[src/hdl/sasw_pkg.sv]
// Shared types, codes and helpers for the selective-ack send window.
// Used by the slot lanes, ring rotator, slide scanner and top level.
package sasw_pkg;

   localparam int OP_W           = 2;
   localparam int SEQ_PORT_W     = 16;
   localparam int MASK_W         = 64;
   localparam int SHIFT_W        = 7;
   localparam int STATUS_W       = 3;
   localparam int SLOT_PORT_W    = 6;
   localparam int WSIZE_W        = 7;
   localparam int WSIZE_RESET    = 64;
   localparam int MAX_WINDOW_DEF = 64;
   localparam int SEQ_BITS_DEF   = 16;

   typedef enum logic [OP_W-1:0] {
      OP_ENQUEUE  = 2'd0,
      OP_ACK_ONE  = 2'd1,
      OP_ACK_MASK = 2'd2,
      OP_CLEAR    = 2'd3
   } op_type;

   typedef enum logic [STATUS_W-1:0] {
      STAT_OK      = 3'd0,
      STAT_SLID    = 3'd1,
      STAT_FULL    = 3'd2,
      STAT_INVALID = 3'd3,
      STAT_STALE   = 3'd4,
      STAT_GAP     = 3'd5
   } status_type;

   typedef enum logic [1:0] {
      SLOT_FREE  = 2'd0,
      SLOT_DATA  = 2'd1,
      SLOT_ACKED = 2'd2
   } slot_type;

   // broadcast command to every slot lane
   typedef struct packed {
      logic clear;
      logic enqueue;
      logic ack;
      logic retire;
   } lane_ctl_type;

   // ones in bits below count; count of 64 gives all ones
   function automatic logic [MASK_W-1:0] low_mask(input logic [SHIFT_W-1:0] count);
      low_mask = ~({MASK_W{1'b1}} << count);
   endfunction

endpackage

[src/hdl/sasw_slot_lane.sv]
// One ring slot of the send window: holds free / data / acked state.
// Depends on sasw_pkg for the slot codes and the lane command struct.
module sasw_slot_lane (
   input  logic                   clock,
   input  logic                   reset,
   input  sasw_pkg::lane_ctl_type lane_ctl,
   input  logic                   lane_sel,
   output sasw_pkg::slot_type     slot_state
);
   import sasw_pkg::*;

   slot_type state_ff;
   slot_type state_in;

   // apply the broadcast command: clear to every lane, the others where this lane is selected
   always_comb begin
      state_in = state_ff;
      if (lane_ctl.clear) begin
         state_in = SLOT_FREE;
      end else if (lane_sel && lane_ctl.enqueue) begin
         state_in = SLOT_DATA;
      end else if (lane_sel && lane_ctl.ack && (state_ff == SLOT_DATA)) begin
         state_in = SLOT_ACKED;
      end else if (lane_sel && lane_ctl.retire && (state_ff == SLOT_ACKED)) begin
         state_in = SLOT_FREE;
      end
   end

   always_ff @(posedge clock) begin
      if (reset) begin
         state_ff <= SLOT_FREE;
      end else begin
         state_ff <= state_in;
      end
   end

   assign slot_state = state_ff;

endmodule

[src/hdl/sasw_ring_rotate.sv]
// Maps a vector indexed by offset from the window base onto ring positions,
// wrapping modulo the active window. Depends on sasw_pkg.
module sasw_ring_rotate #(
   parameter int MAX_WINDOW = sasw_pkg::MAX_WINDOW_DEF
) (
   input  logic [sasw_pkg::MASK_W-1:0]      offset_vec,
   input  logic [$clog2(MAX_WINDOW)-1:0]    base_pos,
   input  logic [$clog2(MAX_WINDOW+1)-1:0]  window,
   output logic [MAX_WINDOW-1:0]            ring_vec
);
   import sasw_pkg::*;

   localparam int CNT_W = $clog2(MAX_WINDOW + 1);

   logic [CNT_W-1:0]  wrap_shift;
   logic [MASK_W-1:0] rotated;

   // offsets past the ring end wrap to the low positions
   assign wrap_shift = window - CNT_W'(base_pos);
   assign rotated    = ((offset_vec << base_pos) | (offset_vec >> wrap_shift))
                       & low_mask(SHIFT_W'(window));
   assign ring_vec   = rotated[MAX_WINDOW-1:0];

endmodule

[src/hdl/sasw_slide_scan.sv]
// Merge stage: counts acked slots in ring order from the base position,
// wrapping at the window, and registers the run length. Depends on sasw_pkg.
module sasw_slide_scan #(
   parameter int MAX_WINDOW = sasw_pkg::MAX_WINDOW_DEF
) (
   input  logic                             clock,
   input  logic [MAX_WINDOW-1:0]            acked_vec,
   input  logic [$clog2(MAX_WINDOW)-1:0]    base_pos,
   input  logic [$clog2(MAX_WINDOW+1)-1:0]  window,
   output logic [$clog2(MAX_WINDOW+1)-1:0]  run_len
);
   import sasw_pkg::*;

   localparam int CNT_W = $clog2(MAX_WINDOW + 1);
   localparam int EXT_W = MAX_WINDOW + 1;

   // index of the lowest clear bit; the top bit is always clear
   function automatic logic [CNT_W-1:0] first_zero(input logic [EXT_W-1:0] vec);
      logic [EXT_W-1:0] one_hot;
      logic [CNT_W-1:0] idx;
      one_hot = ~vec & (vec + EXT_W'(1));
      idx     = '0;
      for (int i = 0; i < EXT_W; i++) begin
         if (one_hot[i]) begin
            idx = idx | CNT_W'(i);
         end
      end
      return idx;
   endfunction

   logic [MASK_W-1:0] below_base;
   logic [EXT_W-1:0]  upper_vec;
   logic [EXT_W-1:0]  whole_vec;
   logic [CNT_W-1:0]  upper_zero;
   logic [CNT_W-1:0]  whole_zero;
   logic [CNT_W-1:0]  base_cnt;
   logic [CNT_W-1:0]  run_len_in;
   logic [CNT_W-1:0]  run_len_ff;

   assign base_cnt   = CNT_W'(base_pos);
   assign below_base = low_mask(SHIFT_W'(base_pos));
   assign upper_vec  = {1'b0, acked_vec | below_base[MAX_WINDOW-1:0]};
   assign whole_vec  = {1'b0, acked_vec};
   assign upper_zero = first_zero(upper_vec);
   assign whole_zero = first_zero(whole_vec);

   // run ends before the ring end, or wraps and continues from position zero
   always_comb begin
      if (upper_zero < window) begin
         run_len_in = upper_zero - base_cnt;
      end else if (whole_zero < base_cnt) begin
         run_len_in = window - base_cnt + whole_zero;
      end else begin
         run_len_in = window;
      end
   end

   always_ff @(posedge clock) begin
      run_len_ff <= run_len_in;
   end

   assign run_len = run_len_ff;

endmodule

[src/hdl/selective_ack_send_window.sv]
// Selective-ack send window: sequence and ring-slot bookkeeping, one lane per slot.
// Acks that reach the lanes pass S_EXEC (decode+rotate), S_ACK (lane ack+scan) and
// S_FREE (free+slide) before rsp_valid; enqueue, clear and rejected acks finish in S_EXEC.
// req_stall is high outside S_IDLE, so no new request is taken until the last is done. A
// window_size write stalls req_ while the base slot is reduced modulo the window in S_REDUCE.
// Reset (synchronous): all slots free, sequences and base slot zero, window_size 64.
module selective_ack_send_window #(
   parameter int MAX_WINDOW = sasw_pkg::MAX_WINDOW_DEF,
   parameter int SEQ_BITS   = sasw_pkg::SEQ_BITS_DEF
) (
   input  logic                                clock,
   input  logic                                reset,
   input  logic                                req_valid,
   output logic                                req_stall,
   input  logic [sasw_pkg::OP_W-1:0]           req_operation,
   input  logic [sasw_pkg::SEQ_PORT_W-1:0]     req_sequence_req,
   input  logic [sasw_pkg::MASK_W-1:0]         req_ack_mask,
   output logic                                rsp_valid,
   input  logic                                rsp_stall,
   output logic [sasw_pkg::STATUS_W-1:0]       rsp_status,
   output logic [sasw_pkg::SEQ_PORT_W-1:0]     rsp_assigned_sequence,
   output logic [sasw_pkg::SLOT_PORT_W-1:0]    rsp_slot_index,
   output logic [sasw_pkg::MASK_W-1:0]         rsp_released_slots,
   output logic [sasw_pkg::SEQ_PORT_W-1:0]     rsp_base_sequence,
   output logic [sasw_pkg::WSIZE_W-1:0]        rsp_free_space,
   input  logic                                csr_valid,
   output logic                                csr_ready,
   input  logic [sasw_pkg::WSIZE_W-1:0]        csr_window_size
);
   import sasw_pkg::*;

   localparam int NW     = MAX_WINDOW;
   localparam int SLOT_W = $clog2(MAX_WINDOW);
   localparam int CNT_W  = $clog2(MAX_WINDOW + 1);
   localparam int SUM_W  = CNT_W + 1;
   localparam int DVS_W  = SLOT_W + CNT_W;

   typedef enum logic [5:0] {
      S_IDLE   = 6'b000001,
      S_REDUCE = 6'b000010,
      S_EXEC   = 6'b000100,
      S_ACK    = 6'b001000,
      S_FREE   = 6'b010000,
      S_WAIT   = 6'b100000
   } fsm_type;

   // saturate the register into 1..MAX_WINDOW
   function automatic logic [CNT_W-1:0] eff_window(input logic [WSIZE_W-1:0] size);
      if (size == '0) begin
         return CNT_W'(1);
      end else if (int'(size) > MAX_WINDOW) begin
         return CNT_W'(MAX_WINDOW);
      end else begin
         return CNT_W'(size);
      end
   endfunction

   function automatic logic [CNT_W-1:0] space_left(input logic [SEQ_BITS-1:0] head,
                                                   input logic [SEQ_BITS-1:0] base,
                                                   input logic [CNT_W-1:0]    window);
      logic [SEQ_BITS-1:0] in_use;
      in_use = head - base;
      if (in_use >= SEQ_BITS'(window)) begin
         return '0;
      end else begin
         return window - in_use[CNT_W-1:0];
      end
   endfunction

   // control state
   fsm_type              fsm_ff, fsm_in;
   logic [WSIZE_W-1:0]   window_size_ff, window_size_in;
   logic [SEQ_BITS-1:0]  base_seq_ff, base_seq_in;
   logic [SEQ_BITS-1:0]  head_seq_ff, head_seq_in;
   logic [SLOT_W-1:0]    raw_slot_ff, raw_slot_in;
   logic [SLOT_W-1:0]    base_pos_ff, base_pos_in;
   logic                 rsp_valid_ff, rsp_valid_in;

   // working registers
   logic [DVS_W-1:0]     dvs_ff, dvs_in;
   logic [CNT_W-1:0]     red_cnt_ff, red_cnt_in;
   op_type               op_ff, op_in;
   logic [SEQ_BITS-1:0]  req_ff, req_in;
   logic [MASK_W-1:0]    mask_ff, mask_in;
   logic [NW-1:0]        hit_ff, hit_in;
   status_type           res_status_ff, res_status_in;
   logic [SEQ_BITS-1:0]  res_assigned_ff, res_assigned_in;
   logic [SLOT_W-1:0]    res_slot_ff, res_slot_in;
   logic [NW-1:0]        res_released_ff, res_released_in;

   // output register
   status_type             rsp_status_ff;
   logic [SEQ_PORT_W-1:0]  rsp_assigned_ff;
   logic [SLOT_PORT_W-1:0] rsp_slot_ff;
   logic [MASK_W-1:0]      rsp_released_ff;
   logic [SEQ_PORT_W-1:0]  rsp_base_ff;
   logic [WSIZE_W-1:0]     rsp_free_ff;

   logic [CNT_W-1:0]     window;
   logic [SEQ_BITS-1:0]  used;
   logic                 full;
   logic [SUM_W-1:0]     enq_sum;
   logic [SLOT_W-1:0]    enq_pos;
   logic [NW-1:0]        enq_vec;
   logic [SEQ_BITS-1:0]  diff;
   logic [SEQ_BITS-1:0]  skip;
   logic                 behind;
   logic                 ahead;
   logic                 gap;
   logic [SHIFT_W-1:0]   lead_amt;
   logic [SHIFT_W-1:0]   skip_amt;
   logic [MASK_W-1:0]    offset_raw;
   logic [MASK_W-1:0]    offset_vec;
   logic [MASK_W-1:0]    window_mask;
   logic [NW-1:0]        win_vec;
   logic [MASK_W-1:0]    rot_in;
   logic [NW-1:0]        ring_vec;
   logic [CNT_W-1:0]     run_len;
   logic [SUM_W-1:0]     slide_sum;
   logic [SLOT_W-1:0]    slide_pos;
   logic [NW-1:0]        data_vec;
   logic [NW-1:0]        acked_vec;
   logic [NW-1:0]        scan_vec;
   slot_type             lane_state [NW];
   lane_ctl_type         lane_ctl;
   logic [NW-1:0]        lane_sel;
   logic                 idle;
   logic                 out_free;
   logic                 out_load;
   logic                 fin;

   assign window      = eff_window(window_size_ff);
   assign window_mask = low_mask(SHIFT_W'(window));
   assign win_vec     = window_mask[NW-1:0];
   assign idle        = (fsm_ff == S_IDLE);
   assign req_stall   = !idle || csr_valid;
   assign csr_ready   = idle;
   assign out_free    = !rsp_valid_ff || !rsp_stall;

   // enqueue position: head offset from the base, wrapped once
   assign used    = head_seq_ff - base_seq_ff;
   assign full    = (used >= SEQ_BITS'(window));
   assign enq_sum = SUM_W'(base_pos_ff) + SUM_W'(used[CNT_W-1:0]);
   assign enq_pos = (enq_sum >= SUM_W'(window)) ? SLOT_W'(enq_sum - SUM_W'(window))
                                                 : SLOT_W'(enq_sum);
   assign enq_vec = NW'(1) << enq_pos;

   // ack decode: signed offset of the request from the window base
   assign diff     = req_ff - base_seq_ff;
   assign behind   = diff[SEQ_BITS-1];
   assign ahead    = !behind && (diff >= SEQ_BITS'(window));
   assign skip     = -diff;
   assign lead_amt = diff[SHIFT_W-1:0];
   assign skip_amt = skip[SHIFT_W-1:0];
   assign gap      = (skip > SEQ_BITS'(MASK_W)) || ((~mask_ff & low_mask(skip_amt)) != '0);

   // hits by offset from the base, trimmed to the window
   always_comb begin
      case (op_ff)
         OP_ACK_ONE: begin
            offset_raw = MASK_W'(1) << lead_amt;
         end
         OP_ACK_MASK: begin
            if (behind) begin
               offset_raw = mask_ff >> skip_amt;
            end else begin
               offset_raw = (mask_ff << lead_amt) | low_mask(lead_amt);
            end
         end
         default: begin
            offset_raw = '0;
         end
      endcase
   end

   assign offset_vec = offset_raw & window_mask;

   // shared rotator: ack hits while decoding, freed run while sliding
   assign rot_in = (fsm_ff == S_FREE) ? low_mask(SHIFT_W'(run_len)) : offset_vec;

   sasw_ring_rotate #(
      .MAX_WINDOW (MAX_WINDOW)
   ) u_rotate (
      .offset_vec (rot_in),
      .base_pos   (base_pos_ff),
      .window     (window),
      .ring_vec   (ring_vec)
   );

   // slot lanes
   for (genvar g = 0; g < NW; g++) begin : g_lane
      sasw_slot_lane u_lane (
         .clock      (clock),
         .reset      (reset),
         .lane_ctl   (lane_ctl),
         .lane_sel   (lane_sel[g]),
         .slot_state (lane_state[g])
      );
      assign data_vec[g]  = (lane_state[g] == SLOT_DATA);
      assign acked_vec[g] = (lane_state[g] == SLOT_ACKED);
   end

   // acked view after this cycle's hits land
   assign scan_vec = (acked_vec | (hit_ff & data_vec)) & win_vec;

   sasw_slide_scan #(
      .MAX_WINDOW (MAX_WINDOW)
   ) u_scan (
      .clock     (clock),
      .acked_vec (scan_vec),
      .base_pos  (base_pos_ff),
      .window    (window),
      .run_len   (run_len)
   );

   // new base position after freeing the run
   assign slide_sum = SUM_W'(base_pos_ff) + SUM_W'(run_len);
   assign slide_pos = (slide_sum >= SUM_W'(window)) ? SLOT_W'(slide_sum - SUM_W'(window))
                                                     : SLOT_W'(slide_sum);

   // sequencer
   always_comb begin
      fsm_in          = fsm_ff;
      window_size_in  = window_size_ff;
      base_seq_in     = base_seq_ff;
      head_seq_in     = head_seq_ff;
      raw_slot_in     = raw_slot_ff;
      base_pos_in     = base_pos_ff;
      dvs_in          = dvs_ff;
      red_cnt_in      = red_cnt_ff;
      op_in           = op_ff;
      req_in          = req_ff;
      mask_in         = mask_ff;
      hit_in          = hit_ff;
      res_status_in   = res_status_ff;
      res_assigned_in = res_assigned_ff;
      res_slot_in     = res_slot_ff;
      res_released_in = res_released_ff;
      lane_ctl        = '0;
      lane_sel        = '0;
      fin             = 1'b0;

      case (fsm_ff)
         S_IDLE: begin
            if (csr_valid) begin
               // take the new size, then reduce the base slot modulo it
               window_size_in = csr_window_size;
               base_pos_in    = raw_slot_ff;
               dvs_in         = DVS_W'(eff_window(csr_window_size)) << (SLOT_W - 1);
               red_cnt_in     = CNT_W'(SLOT_W);
               fsm_in         = S_REDUCE;
            end else if (req_valid) begin
               op_in   = op_type'(req_operation);
               req_in  = req_sequence_req[SEQ_BITS-1:0];
               mask_in = req_ack_mask;
               fsm_in  = S_EXEC;
            end
         end

         S_REDUCE: begin
            if (DVS_W'(base_pos_ff) >= dvs_ff) begin
               base_pos_in = base_pos_ff - SLOT_W'(dvs_ff);
            end
            dvs_in     = dvs_ff >> 1;
            red_cnt_in = red_cnt_ff - CNT_W'(1);
            if (red_cnt_ff == CNT_W'(1)) begin
               fsm_in = S_IDLE;
            end
         end

         S_EXEC: begin
            res_released_in = '0;
            res_assigned_in = '0;
            res_slot_in     = '0;
            res_status_in   = STAT_OK;
            case (op_ff)
               OP_ENQUEUE: begin
                  if (full) begin
                     res_status_in = STAT_FULL;
                  end else begin
                     res_assigned_in  = head_seq_ff;
                     res_slot_in      = enq_pos;
                     head_seq_in      = head_seq_ff + SEQ_BITS'(1);
                     lane_ctl.enqueue = 1'b1;
                     lane_sel         = enq_vec;
                  end
                  fin = 1'b1;
               end
               OP_CLEAR: begin
                  lane_ctl.clear = 1'b1;
                  base_seq_in    = '0;
                  head_seq_in    = '0;
                  raw_slot_in    = '0;
                  base_pos_in    = '0;
                  fin            = 1'b1;
               end
               OP_ACK_ONE, OP_ACK_MASK: begin
                  if (ahead) begin
                     res_status_in = STAT_INVALID;
                     fin           = 1'b1;
                  end else if (behind && (op_ff == OP_ACK_ONE)) begin
                     res_status_in = STAT_STALE;
                     fin           = 1'b1;
                  end else if (behind && gap) begin
                     res_status_in = STAT_GAP;
                     fin           = 1'b1;
                  end else begin
                     hit_in = ring_vec;
                     fsm_in = S_ACK;
                  end
               end
               default: begin
                  fin = 1'b1;
               end
            endcase
         end

         S_ACK: begin
            // mark hit data slots acked and record them as released
            lane_ctl.ack    = 1'b1;
            lane_sel        = hit_ff;
            res_released_in = hit_ff & data_vec;
            fsm_in          = S_FREE;
         end

         S_FREE: begin
            // free the acked run at the base and advance the window
            lane_ctl.retire = 1'b1;
            lane_sel        = ring_vec;
            base_seq_in     = base_seq_ff + SEQ_BITS'(run_len);
            if (run_len != '0) begin
               raw_slot_in   = slide_pos;
               base_pos_in   = slide_pos;
               res_status_in = STAT_SLID;
            end else begin
               res_status_in = STAT_OK;
            end
            fin = 1'b1;
         end

         S_WAIT: begin
            if (out_free) begin
               fsm_in = S_IDLE;
            end
         end

         default: begin
            fsm_in = S_IDLE;
         end
      endcase

      // hold the result when the output register is still occupied
      if (fin) begin
         fsm_in = out_free ? S_IDLE : S_WAIT;
      end
   end

   assign out_load     = (fin || (fsm_ff == S_WAIT)) && out_free;
   assign rsp_valid_in = out_load || (rsp_valid_ff && rsp_stall);

   always_ff @(posedge clock) begin
      if (reset) begin
         fsm_ff         <= S_IDLE;
         window_size_ff <= WSIZE_W'(WSIZE_RESET);
         base_seq_ff    <= '0;
         head_seq_ff    <= '0;
         raw_slot_ff    <= '0;
         base_pos_ff    <= '0;
         rsp_valid_ff   <= 1'b0;
      end else begin
         fsm_ff         <= fsm_in;
         window_size_ff <= window_size_in;
         base_seq_ff    <= base_seq_in;
         head_seq_ff    <= head_seq_in;
         raw_slot_ff    <= raw_slot_in;
         base_pos_ff    <= base_pos_in;
         rsp_valid_ff   <= rsp_valid_in;
      end
   end

   // payload and working registers
   always_ff @(posedge clock) begin
      dvs_ff          <= dvs_in;
      red_cnt_ff      <= red_cnt_in;
      op_ff           <= op_in;
      req_ff          <= req_in;
      mask_ff         <= mask_in;
      hit_ff          <= hit_in;
      res_status_ff   <= res_status_in;
      res_assigned_ff <= res_assigned_in;
      res_slot_ff     <= res_slot_in;
      res_released_ff <= res_released_in;
      if (out_load) begin
         rsp_status_ff   <= res_status_in;
         rsp_assigned_ff <= SEQ_PORT_W'(res_assigned_in);
         rsp_slot_ff     <= SLOT_PORT_W'(res_slot_in);
         rsp_released_ff <= MASK_W'(res_released_in);
         rsp_base_ff     <= SEQ_PORT_W'(base_seq_in);
         rsp_free_ff     <= WSIZE_W'(space_left(head_seq_in, base_seq_in, window));
      end
   end

   assign rsp_valid             = rsp_valid_ff;
   assign rsp_status            = rsp_status_ff;
   assign rsp_assigned_sequence = rsp_assigned_ff;
   assign rsp_slot_index        = rsp_slot_ff;
   assign rsp_released_slots    = rsp_released_ff;
   assign rsp_base_sequence     = rsp_base_ff;
   assign rsp_free_space        = rsp_free_ff;

endmodule

[config.mk]
export PLATFORM = sky130hd
export DESIGN_NAME = selective_ack_send_window
export DESIGN_NICKNAME = d
export VERILOG_FILES = /design/src/hdl/sasw_pkg.sv /design/src/hdl/sasw_slot_lane.sv /design/src/hdl/sasw_ring_rotate.sv /design/src/hdl/sasw_slide_scan.sv /design/src/hdl/selective_ack_send_window.sv
export SDC_FILE = /design/constraint.sdc
export NUM_CORES = 2
export LEC_CHECK = 0
export BUFFER_PORTS_ARGS = -buffer_cell sky130_fd_sc_hd__buf_2
export CAP_MARGIN = 10
export CORE_AREA = 2 2 463 465
export CTS_CLUSTER_SIZE = 25
export DETAILED_ROUTE_END_ITERATION = 8
export DIE_AREA = 0 0 465 467
export REMOVE_ABC_BUFFERS = 1
export SKIP_CTS_REPAIR_TIMING = 1
export SLEW_MARGIN = 10
export SYNTH_ARGS = -nofsm -noshare
export SYNTH_HDL_FRONTEND = slang
export SYNTH_SLANG_ARGS = --single-unit
[constraint.sdc]
create_clock -name clock -period 16.17 [get_ports clock]
set_clock_uncertainty 0.15 [all_clocks]
set_input_delay 1.617 -clock clock [delete_from_list [all_inputs] [get_ports clock]]
set_output_delay 1.617 -clock clock [all_outputs]
set_load 0.01 [all_outputs]
==> metrics <==
Setup Total Neg Slack 0 ns; number of vias per cell 6.38; setup slack after layout 6.87 ns; remaining number of nets flagged by the antenna check after routing 0; buffer levels on the longest clock path 3; final critical path time including I/O delays and setup 9.30 ns; DRC violation count after routing 0; power density of the placed cells 123 mW/mm2; critical-path maximum fanout 35; RSZ-0062 raised after global routing no; number of H-tree levels 3; clock latency at the later pin of the worst-skew pair 0.75 ns; die area 0.217 mm2; final hold viol count 0; highest cell delay on the worst timing path 0.78 ns; post-detail-place hpwl 280000 um; number of detailed-routing iterations run before antenna repair 8; worst slew slack as a fraction of its limit between 1.5 and 2%; relative contribution of combinational cells to total power 56.7%; io pins ~210; effective utilization at floorplan between 20% and 30%; static power due to leakage 22.7 nW; wire length of the first global-routing pass 482000 um; area of the core region roughly 0.21 mm2; worst-path cell with the longest stage delay sky130_fd_sc_hd__o21ai_0; most used cells in the layout excluding fill and tap cells sky130_fd_sc_hd__nand2_1, sky130_fd_sc_hd__nor2_1, sky130_fd_sc_hd__a21oi_1; async set-or-reset flop fraction in the synthesized netlist 0%; Setup crit end kind flop; number of DRC violations after detailed-routing iteration 0 9210; Most common cell on crit path sky130_fd_sc_hd__o21ai_0; vias in the first global route about 57000; instance area after placement 0.0596 mm2; height of the chip 467 um; EDFF count, synth about 280; internal power 3.68 mW; NumNets Final between 7000 and 8000; Yosys warning total 0; fraction of final layout cells sized beyond drive strength 1 15.1%; Setup Viol. Count Final 0; placement-stage worst setup slack slightly below 7 ns; path depth of the worst reg2reg path 37; buffer cell driving the clock tree root sky130_fd_sc_hd__clkbuf_16; TritonCTS clock tree done; number of buffers created by CTS 71; number of library cell types mapped by synthesis 130; horizontal die dimension between 400 and 500 um; Max Cap Violations 0; via total after detailed routing 61600; flip-flop and latch count after synthesis 559; total global routing overflow 0; CTS clock-pin slew for the worst setup and hold paths 0.06 ns; top flip-flop cell by instance count after synthesis sky130_fd_sc_hd__dfxtp_1; Slew Limit Fails 0; Total GRT Usage between 30% and 40%; portion of the post-synthesis area used by sequential elements 25.5%; per-cell routed wire length 36.9 um; fin crit share a little under three fifths; peak supply drop roughly 0.09 mV; number of antenna violations at the first check in global routing 33; routability-driven placement congestion ratio 1.06; power share of the clock group 22.1%; Critical Path AT 9.59 ns; leading cell type in the layout, fill and taps excluded sky130_fd_sc_hd__nand2_1; result of the run finished, final reports clean; Cells after Synth between 6000 and 7000; worst hold path depth 2; cell area after synthesis 0.0548 mm2; layout overhead on the synthesized area 13.3%; clock sink count 559; maximum number of pins on one net before global-route repair 84; WL final about 360000 um; worst hold path type flop to flop; switching fraction of total power 51.9%; required time of the critical path 16.46 ns; Net Sw Power 3.96 mW; average footprint of a synthesized cell 8.19 um2; Cell Rows roughly 170; PnR Total Power between 7 and 8 mW; Port Buffer Count 208; cell area after layout ~0.062 mm2; Worst Hold Margin 0.293 ns; proportion of power drawn by flip-flops and latches approximately a fifth; Worst Tran Pin Value between 1 and 1.5 ns; Achievable Freq 0.108 GHz; type of element launching the critical path flop; CP Class flop to flop
[sequential cells by signal, summed over array words and instances (netlist names), 12 cells and up]
| signal | count |
|---|---|
| g_lane.u_lane.slot_state | 128 |
| hit_ff | 64 |
| mask_ff | 64 |
| res_released_ff | 64 |
| rsp_released_slots | 64 |
| base_seq_ff | 16 |
| head_seq_ff | 16 |
| req_ff | 16 |
| res_assigned_ff | 16 |
| rsp_assigned_sequence | 16 |
| rsp_base_sequence | 16 |
| dvs_ff | 12 |
[cells by family after synthesis]
family	synth area share (%)
compound gates	28.6
xor+xnor	1.64
fa+ha+maj	4.12
buf+inv	4.83
flops	25.5
mux	15.8
simple gates	19.5
[layer usage]
layer  up-vias  track usage (%)  part of all wire [%]
met5         -                0                 0.048
met2      4194             46.6                    42
li1      25800                -                     -
met3       930             7.79                    10
met4        24             21.6                   8.1
met1     30600             40.1                    40
[power groups by stage]
stage                     combinational, mW  clock, mW  sequential (mW)
after floorplan                        2.08          0             1.70
after global placement                 4.09          0             1.65
after detailed placement               4.07          0             1.65
after CTS                              4.08       1.72             1.62
after global routing                   4.35       1.77             1.62
final                                  4.33       1.69             1.62
[cell type report]
type,count,area (um2)
timing repair buffer,450,2870
tap,2821,3530
clock inverter,34,497
fill,22600,150000
sequential,559,14000
multi-input combinational,5489,38600
clock buffer,97,1940
antenna,12,30.0
inverter,185,696
[critical path, delay by kind of cell, from the launching register on]
family | cells | cell delay [ns]
compound gates | 19 | 4.30
fa+ha+maj | 2 | 0.68
flops | 1 | 0.31
simple gates | 12 | 2.16
buf+inv | 3 | 1.08
xor+xnor | 1 | 0.35
[stage by stage]
step           std cells  util [%]
2_1_floorplan       6233         -
3_3_place_gp        9503      28.2
3_5_place_dp        9504      28.2
4_1_cts             9635      29.3
5_1_grt             9635      29.3
6_report            9647      29.3
[Yosys cell counts, types with 59 or more instances]
master | count | area (um2)
sky130_fd_sc_hd__mux2_2 | 93 | 1050
sky130_fd_sc_hd__and2_1 | 59 | 369
sky130_fd_sc_hd__clkbuf_1 | 282 | 1060
sky130_fd_sc_hd__inv_1 | 166 | 623
sky130_fd_sc_hd__a31oi_1 | 114 | 713
sky130_fd_sc_hd__edfxtp_1 | 277 | 8320
sky130_fd_sc_hd__mux2i_1 | 399 | 3990
sky130_fd_sc_hd__o31ai_1 | 59 | 443
sky130_fd_sc_hd__nand2_1 | 743 | 2790
sky130_fd_sc_hd__nand3b_1 | 62 | 465
sky130_fd_sc_hd__o22ai_1 | 77 | 482
sky130_fd_sc_hd__nor2_1 | 647 | 2430
sky130_fd_sc_hd__dfxtp_1 | 282 | 5650
sky130_fd_sc_hd__nor3_1 | 133 | 666
sky130_fd_sc_hd__ha_1 | 158 | 1980
sky130_fd_sc_hd__a21o_1 | 90 | 676
sky130_fd_sc_hd__buf_2 | 96 | 480
sky130_fd_sc_hd__xnor2_1 | 68 | 596
sky130_fd_sc_hd__nand3_1 | 169 | 846
sky130_fd_sc_hd__mux4_2 | 156 | 3510
sky130_fd_sc_hd__nand2b_1 | 94 | 588
sky130_fd_sc_hd__a21oi_1 | 513 | 2570
sky130_fd_sc_hd__a22oi_1 | 62 | 465
sky130_fd_sc_hd__a211oi_1 | 131 | 983
sky130_fd_sc_hd__o211ai_1 | 115 | 863
sky130_fd_sc_hd__buf_1 | 60 | 225
sky130_fd_sc_hd__o21ai_0 | 437 | 2190
[final timing paths]
check	from	to	slack (ns)
worst min register to register	res_released_ff[43]$_DFF_P_	res_released_ff[43]$_DFF_P_	0.29
worst min-delay path	res_released_ff[43]$_DFF_P_	res_released_ff[43]$_DFF_P_	0.29
worst max-delay path	window_size_ff[4]$_SDFFE_PP0P_	rsp_free_space[1]$_SDFFCE_PP0P_	6.87
worst max register to register	window_size_ff[4]$_SDFFE_PP0P_	rsp_free_space[1]$_SDFFCE_PP0P_	6.87
Power figures use the tool's default switching activity.
